<file path="src/hdl/pafl_div.sv">
// Bit-serial restoring divider: page size divided by the block size.
`default_nettype none
module pafl_div #(
	parameter int PAGE_BYTES = 4096,
	localparam int EW = $clog2(PAGE_BYTES + 1),
	localparam int CW = $clog2(PAGE_BYTES / 4 + 1)
) (
	input  wire logic          clk,
	input  wire logic          arst_n,
	input  wire logic          start,
	input  wire logic [EW-1:0] divisor,
	output logic               done,
	output logic      [CW-1:0] quotient
);
	localparam int NW = $clog2(EW + 1);

	logic [EW-1:0] rem_q;
	logic [EW-1:0] dvd_q;
	logic [EW-1:0] quo_q;
	logic [EW-1:0] dsr_q;
	logic [NW-1:0] cnt_q;
	logic          busy_q;
	logic          done_q;
	logic [EW:0]   trial;
	logic          fits;

	assign trial    = {rem_q, dvd_q[EW-1]};
	assign fits     = trial >= {1'b0, dsr_q};
	assign done     = done_q;
	assign quotient = quo_q[CW-1:0];

	always_ff @(posedge clk or negedge arst_n) begin
		if (!arst_n) begin
			busy_q <= 1'b0;
			done_q <= 1'b0;
			cnt_q  <= '0;
			rem_q  <= '0;
			dvd_q  <= '0;
			quo_q  <= '0;
			dsr_q  <= '0;
		end else begin
			done_q <= 1'b0;
			if (start) begin
				busy_q <= 1'b1;
				cnt_q  <= NW'(EW);
				rem_q  <= '0;
				dvd_q  <= EW'(PAGE_BYTES);
				quo_q  <= '0;
				dsr_q  <= divisor;
			end else if (busy_q) begin
				rem_q <= fits ? EW'(trial - {1'b0, dsr_q}) : trial[EW-1:0];
				dvd_q <= {dvd_q[EW-2:0], 1'b0};
				quo_q <= {quo_q[EW-2:0], fits};
				cnt_q <= cnt_q - 1'b1;
				if (cnt_q == NW'(1)) begin
					busy_q <= 1'b0;
					done_q <= 1'b1;
				end
			end
		end
	end
endmodule
`default_nettype wire

</file>
<file path="config.mk">
export PLATFORM = sky130hd
export DESIGN_NAME = pafl_div
export DESIGN_NICKNAME = d
export VERILOG_FILES = /design/src/hdl/pafl_div.sv
export SDC_FILE = /design/constraint.sdc
export NUM_CORES = 1
export LEC_CHECK = 0
export CAP_MARGIN = 20
export CORE_ASPECT_RATIO = 1.75
export CORE_MARGIN = 2
export CORE_UTILIZATION = 30
export DETAILED_ROUTE_END_ITERATION = 7
export DONT_BUFFER_PORTS = 1
export PLACE_DENSITY = 0.42
export RECOVER_POWER = 100
export SETUP_SLACK_MARGIN = 0.2
export SLEW_MARGIN = 10
export SYNTH_ARGS = -nofsm -noshare
export SYNTH_HDL_FRONTEND = slang
export SYNTH_SLANG_ARGS = --single-unit
export TNS_END_PERCENT = 5
</file>
<file path="constraint.sdc">
create_clock -name clk -period 3.2 [get_ports clk]
set_clock_uncertainty 0.15 [all_clocks]
set_input_delay 0.32 -clock clk [delete_from_list [all_inputs] [get_ports clk]]
set_output_delay 0.32 -clock clk [all_outputs]
set_load 0.01 [all_outputs]
</file>
== After elaboration in Yosys (flattened, before gate mapping) ==
Index checks and enable logic that the tools add are counted.
Word-level totals
  output and inout port bits: 12
  input bits: 16
  bits in registers: 56
Cells by class
  magnitude comparators: 1
  reduce and logical (&&, ||, !) cells: 1
  multiplexer cells: 15
  equality and inequality tests: 1
  add/sub/neg operators: 2
Operators with widths (count)
  two-way mux 13 bit: 5
  two-way mux 11 bit: 2
  greater-or-equal comparator 14 x 13 -> 1 bit: 1
  subtractor 13 bit: 1
  two-way mux 4 bit: 2
  two-way mux 1 bit: 6
  equality test 4 x 1 -> 1 bit (second input constant): 1
  subtractor 4 x 1 -> 4 bit (second input constant): 1
  nonzero test 2 bit: 1

== Longest topological paths before layout ==
  depth after elaboration: 4
  mapped depth: 11
  depth with buffers taken out: 10

== Least setup slack after synthesis ==
No wires, ideal clock.
  kind: register to register
  from: register dvd_q[12]
  to: register rem_q[11]
  data arrival time: 2460 ps
  cell stages (with the launch flop): 11
  period minus slack after synthesis: 2709 ps
  setup time: 99 ps
  setup slack: 491 ps
  path through: dfrtp_1 -> inv_1 -> ha_1 -> inv_1 -> fa_1 -> a21o_1 -> a221o_1 -> a31oi_4 -> nor2_1 -> or3b_1 -> a311oi_1
Between the ends
  cells in the longest elaborated chain, start to end: 4
  elaborated cells between the ends (all ways): 5
  those cells by class: 1 x add/sub; 1 x order compare; 3 x mux
RTL lines
  start, declared: line 18  | logic [EW-1:0] dvd_q;
  start signal, assigned: line 47  | dvd_q <= EW'(PAGE_BYTES);
  start signal, assigned: line 52  | dvd_q <= {dvd_q[EW-2:0], 1'b0};
  subtractor 13 bit / greater-or-equal comparator 14 x 13 -> 1 bit (equally long branches): line 51, 28
  two-way mux 13 bit (*): line 51  | rem_q <= fits ? EW'(trial - {1'b0, dsr_q}) : trial[EW-1:0];
  two-way mux 13 bit (*): line 50  | end else if (busy_q) begin
  two-way mux 13 bit (*): line 43  | if (start) begin
  end signal, assigned: line 51
  end, declared: line 17  | logic [EW-1:0] rem_q;
Mark *: on every way between the ends. The rest lies on a longest branch, timed or not. The select of a mux whose other input is x is not followed.
A chain may end at the register's enable or synchronous reset.

== Final worst setup path ==
  from: register dvd_q[12]
  to: register rem_q[0]
The elaborated chain is that of the path after synthesis.

==> flow_results.xml <==
<?xml version="1.0" encoding="UTF-8"?>
<metrics>
  <group name="worst_setup_path">
    <metric name="timing.rr.start" unit="">dvd_q[12]$_DFFE_PN0P_</metric>
    <metric name="cells_on_worst_reg2reg_path" unit="">10</metric>
    <metric name="cp.required" unit="ns">3.24</metric>
    <metric name="arrival" unit="ns">2.90</metric>
    <metric name="start_kind" unit="">flip-flop</metric>
    <metric name="timing.critical_path.fanout_max" unit="">12</metric>
    <metric name="crit_type" unit="">reg -&gt; reg</metric>
    <metric name="worst_r2r_endpoint" unit="">rem_q[0]$_DFFE_PN0P_</metric>
    <metric name="reg2reg_setup_slack" unit="ns">0.34</metric>
    <metric name="critical_path_sink_type" unit="">flip-flop</metric>
    <metric name="critPathLaunch" unit="">dvd_q[12]$_DFFE_PN0P_</metric>
  </group>
  <group name="synth">
    <metric name="ys.warnings.count" unit="">0</metric>
    <metric name="yosysSeqAreaShare" unit="%">43.29</metric>
    <metric name="ys_seq_elements" unit="">44</metric>
    <metric name="async_sr_flop_fraction" unit="%">100.0</metric>
    <metric name="synth_ff_type" unit="">sky130_fd_sc_hd__dfrtp_1</metric>
    <metric name="syn-instance-count" unit="">273</metric>
    <metric name="syn-cell-area" unit="um^2">2544</metric>
    <metric name="syn_nets" unit="">305</metric>
    <metric name="syn_avg_cell_area" unit="um^2">9.318</metric>
    <metric name="synth_top_area_share" unit="%">43.29</metric>
    <metric name="yosysTopAreaCell" unit="">sky130_fd_sc_hd__dfrtp_1</metric>
    <metric name="netlist_top_cells_area" unit="">sky130_fd_sc_hd__dfrtp_1 43%, sky130_fd_sc_hd__ha_1 7.4%, sky130_fd_sc_hd__mux2i_1 6.3%</metric>
    <metric name="synth-edff-count" unit="">0</metric>
    <metric name="synthDistinctLibCells" unit="">48</metric>
  </group>
  <group name="sta">
    <metric name="maxClockFrequency" unit="GHz">0.3498</metric>
    <metric name="timing.max_slew.rel_slack" unit="%">-17.43</metric>
    <metric name="timing_max_transition_violations_final" unit="">36</metric>
    <metric name="grt_setup_unrepaired" unit="">true</metric>
    <metric name="accumulated_negative_setup_slack" unit="ns">0</metric>
    <metric name="final.hold.worst_slack" unit="ns">0.008415</metric>
    <metric name="finalWorstPathRequiredPeriod" unit="ns">2.859</metric>
    <metric name="post-route-period-util" unit="%">89.33</metric>
    <metric name="timing.final.setup_violations" unit="">0</metric>
    <metric name="worst_slew_pin_slew" unit="ns">1.762</metric>
    <metric name="timing.final.hold_violations" unit="">0</metric>
  </group>
  <group name="worst_hold_path">
    <metric name="worst_hold_path_type" unit="">in -&gt; reg</metric>
    <metric name="min_path_cells" unit="">2</metric>
    <metric name="hold_path_startpoint" unit="">divisor[12]</metric>
    <metric name="min_to" unit="">dsr_q[12]$_DFFE_PN0P_</metric>
  </group>
  <group name="route">
    <metric name="wire_per_inst" unit="um">16.36</metric>
    <metric name="post-route-drc-count" unit="">0</metric>
    <metric name="detail_route.first_pass.iterations" unit="">2</metric>
    <metric name="highest-signal-layer" unit="">met4</metric>
    <metric name="wirelength" unit="mm">6.022</metric>
    <metric name="antenna_left" unit="">0</metric>
    <metric name="first_iter_violations" unit="">95</metric>
    <metric name="dr_wl_met3" unit="um">161</metric>
    <metric name="route.met2.wl" unit="mm">3.273</metric>
    <metric name="route.detailed.vias_per_inst" unit="">5.179</metric>
    <metric name="met1_length" unit="mm">2.479</metric>
    <metric name="routed-via-count" unit="">1906</metric>
  </group>
  <group name="clocking">
    <metric name="cts_buffers" unit="">5</metric>
    <metric name="clk_root_buffer_cell" unit="">sky130_fd_sc_hd__clkbuf_16</metric>
    <metric name="cts-root-to-sink-buffers" unit="">2</metric>
    <metric name="cts_sinks" unit="">44</metric>
    <metric name="cts_tree" unit="">done</metric>
    <metric name="htree_levels" unit="">2</metric>
    <metric name="clk_latency" unit="ns">0.29</metric>
    <metric name="clock_pin_slew_reported_for_the_worst_setup_and_hold_paths_after_clock_tree_synthesis" unit="ns">0.06</metric>
  </group>
  <group name="placement">
    <metric name="finalWeightedCongestion" unit="">0.7804</metric>
    <metric name="port-buffer-count" unit="">0</metric>
    <metric name="dpl.hpwl" unit="mm">4.034</metric>
  </group>
  <group name="global_routing">
    <metric name="grt_pass1_vias" unit="">2103</metric>
    <metric name="gr-usage-all-layers" unit="%">14.59</metric>
    <metric name="initial_antenna_violation_count" unit="">0</metric>
    <metric name="grt_max_degree" unit="">45</metric>
    <metric name="grt_remaining_overflow" unit="">0</metric>
    <metric name="grt_pass1_wl" unit="mm">10.41</metric>
  </group>
  <group name="power_and_ir_drop">
    <metric name="p_leak" unit="nW">1.375</metric>
    <metric name="power_density" unit="nW/um^2">813.1</metric>
    <metric name="worst_ir_drop_vdd" unit="uV">392.3</metric>
  </group>
  <group name="floorplanning">
    <metric name="chipHeight" unit="um">125.8</metric>
    <metric name="io_pins" unit="">28</metric>
    <metric name="initial_utilization" unit="%">30.80</metric>
    <metric name="die_area" unit="um^2">9260</metric>
    <metric name="die_w" unit="um">73.61</metric>
    <metric name="core" unit="um^2">8258</metric>
    <metric name="rows" unit="">44</metric>
  </group>
  <group name="finish">
    <metric name="design.final.nets" unit="">307</metric>
    <metric name="layout_cells_sized_above_1" unit="%">5.435</metric>
    <metric name="antenna-diode-count" unit="">0</metric>
    <metric name="area_growth" unit="%">12.10</metric>
  </group>
  <group name="run">
    <metric name="maxCapViolCount" unit="">1</metric>
  </group>
  <group name="run_status">
    <metric name="run_status" unit="">complete, but fails checks</metric>
    <metric name="violations" unit="">max-capacitance violations, max-slew violations</metric>
  </group>
</metrics>
-- final cells by class --
cell class | instances | area, um^2
inverters | 21 | 78.83
repair buffers | 10 | 87.58
flip-flops and latches | 44 | 1101
clock inverters | 2 | 35.03
fillers | 874 | 5406
well taps | 92 | 115.1
clock buffers | 6 | 128.9
multi-input cells | 193 | 1305
-- what timing repair did --
| item | CTS | global route |
|---|---|---|
| endpoints found under the setup margin | 1 | 3 |
| hold buffers | 6 | 0 |
| endpoints found under the hold margin | 81 | 0 |
| pin swaps | 0 | 1 |
| gates cloned | 0 | 0 |
| buffers inserted | 0 | 1 |
| resized for setup | 1 | 0 |
-- power by group --
part / internal, mW / switching (mW) / leakage [nW]
Combinational: 0.456 / 0.547 / 0.733
Clock: 0.367 / 0.213 / 0.0808
Sequential: 0.650 / 0.0858 / 0.561
-- cell usage after synthesis, types with 2 or more instances --
| library cell | number |
|---|---|
| sky130_fd_sc_hd__buf_4 | 2 |
| sky130_fd_sc_hd__inv_1 | 21 |
| sky130_fd_sc_hd__mux2i_1 | 16 |
| sky130_fd_sc_hd__nor3_1 | 4 |
| sky130_fd_sc_hd__and3_1 | 3 |
| sky130_fd_sc_hd__nand2_1 | 22 |
| sky130_fd_sc_hd__a21oi_1 | 12 |
| sky130_fd_sc_hd__a311oi_1 | 2 |
| sky130_fd_sc_hd__o21ai_1 | 2 |
| sky130_fd_sc_hd__o21ai_0 | 16 |
| sky130_fd_sc_hd__a21o_1 | 4 |
| sky130_fd_sc_hd__nand3_1 | 3 |
| sky130_fd_sc_hd__clkbuf_1 | 10 |
| sky130_fd_sc_hd__o21bai_1 | 3 |
| sky130_fd_sc_hd__o31ai_1 | 3 |
| sky130_fd_sc_hd__ha_1 | 15 |
| sky130_fd_sc_hd__nand2b_1 | 7 |
| sky130_fd_sc_hd__nor4b_1 | 2 |
| sky130_fd_sc_hd__nor2_1 | 38 |
| sky130_fd_sc_hd__nor4_1 | 2 |
| sky130_fd_sc_hd__xnor2_1 | 8 |
| sky130_fd_sc_hd__dfrtp_1 | 44 |
| sky130_fd_sc_hd__a211oi_1 | 9 |
-- per-stage QoR --
| step | util (%) | power, mW | instance area (um^2) | worst slack, ns | cells |
|---|---|---|---|---|---|
| 5_1_grt | 34.53 | 2.514 | 2851 | 0.1538 | 368 |
| 2_1_floorplan | - | 1.534 | 2544 | 0.4910 | 273 |
| 4_1_cts | 34.80 | 2.368 | 2874 | 0.2348 | 367 |
| 6_report | 34.53 | 2.318 | 2851 | 0.3414 | 368 |
| 3_5_place_dp | 31.67 | 1.724 | 2615 | 0.1825 | 353 |
| 3_3_place_gp | 31.67 | 1.719 | 2615 | 0.2362 | 353 |
-- sequential cells by signal, indices dropped and copies added (netlist names) --
signal  count
busy_q      1
cnt_q       4
done        1
dsr_q      13
dvd_q       1
quo_q      11
rem_q      13
-- cells in the final DEF (no fill, tap or decap), types with 2 or more instances in the layout --
cell type                       synthesis  layout
sky130_fd_sc_hd__a211oi_1               9       9
sky130_fd_sc_hd__a21o_1                 4       4
sky130_fd_sc_hd__a21oi_1               12      12
sky130_fd_sc_hd__a311oi_1               2       2
sky130_fd_sc_hd__and3_1                 3       3
sky130_fd_sc_hd__buf_4                  2       2
sky130_fd_sc_hd__clkbuf_1              10       3
sky130_fd_sc_hd__clkbuf_16              0       5
sky130_fd_sc_hd__dfrtp_1               44      44
sky130_fd_sc_hd__dlygate4sd3_1          0       4
sky130_fd_sc_hd__ha_1                  15      15
sky130_fd_sc_hd__inv_1                 21      21
sky130_fd_sc_hd__mux2i_1               16      16
sky130_fd_sc_hd__nand2_1               22      22
sky130_fd_sc_hd__nand2b_1               7       7
sky130_fd_sc_hd__nand3_1                3       3
sky130_fd_sc_hd__nor2_1                38      38
sky130_fd_sc_hd__nor3_1                 4       4
sky130_fd_sc_hd__nor4_1                 2       2
sky130_fd_sc_hd__nor4b_1                2       2
sky130_fd_sc_hd__o21ai_0               16      17
sky130_fd_sc_hd__o21bai_1               3       3
sky130_fd_sc_hd__o31ai_1                3       3
sky130_fd_sc_hd__xnor2_1                8       8
-- critical path: stages, from the launching register on --
cell and delay (ns):
sky130_fd_sc_hd__dfrtp_1 0.36, sky130_fd_sc_hd__inv_1 0.08, sky130_fd_sc_hd__ha_1 0.17, sky130_fd_sc_hd__inv_1 0.06, sky130_fd_sc_hd__fa_1 0.40, sky130_fd_sc_hd__a21o_1 0.21, sky130_fd_sc_hd__a221o_1 0.36, sky130_fd_sc_hd__a31oi_4 0.24
sky130_fd_sc_hd__o21bai_4 0.17, sky130_fd_sc_hd__mux2_1 0.35, sky130_fd_sc_hd__a211oi_1 0.22
-- metal layers --
metal | vias up | GRT usage [%]
met4 | 0 | 5.455
met5 | - | 0
met1 | 926 | 16.61
li1 | 948 | -
met2 | 26 | 25.95
met3 | 6 | 2.960
-- how the worst max path moves through the flow --
stage          cells past startpoint               endpoint  slack (ns)
3_3_place_gp                      10   rem_q[0]$_DFFE_PN0P_        0.24
5_1_grt                           10   rem_q[0]$_DFFE_PN0P_        0.15
6_report                          10   rem_q[0]$_DFFE_PN0P_        0.34
4_1_cts                           10  rem_q[11]$_DFFE_PN0P_        0.23
2_1_floorplan                     10  rem_q[11]$_DFFE_PN0P_        0.49
3_5_place_dp                      10   rem_q[0]$_DFFE_PN0P_        0.18
-- kinds of logic (layout without fill, tap and decap cells) --
group / after synthesis / count (layout) / synth area share [%]
XOR/XNOR: 9 / 9 / 3.099
adder cells (fa/ha/maj): 16 / 16 / 8.165
AND/OR/NAND/NOR: 86 / 86 / 15.25
flip-flops: 44 / 44 / 43.29
AO/OA/AOI/OAI: 64 / 64 / 17.32
multiplexers: 18 / 18 / 7.181
buffers and inverters: 36 / 39 / 5.705
(Power assumes the default switching activity.)
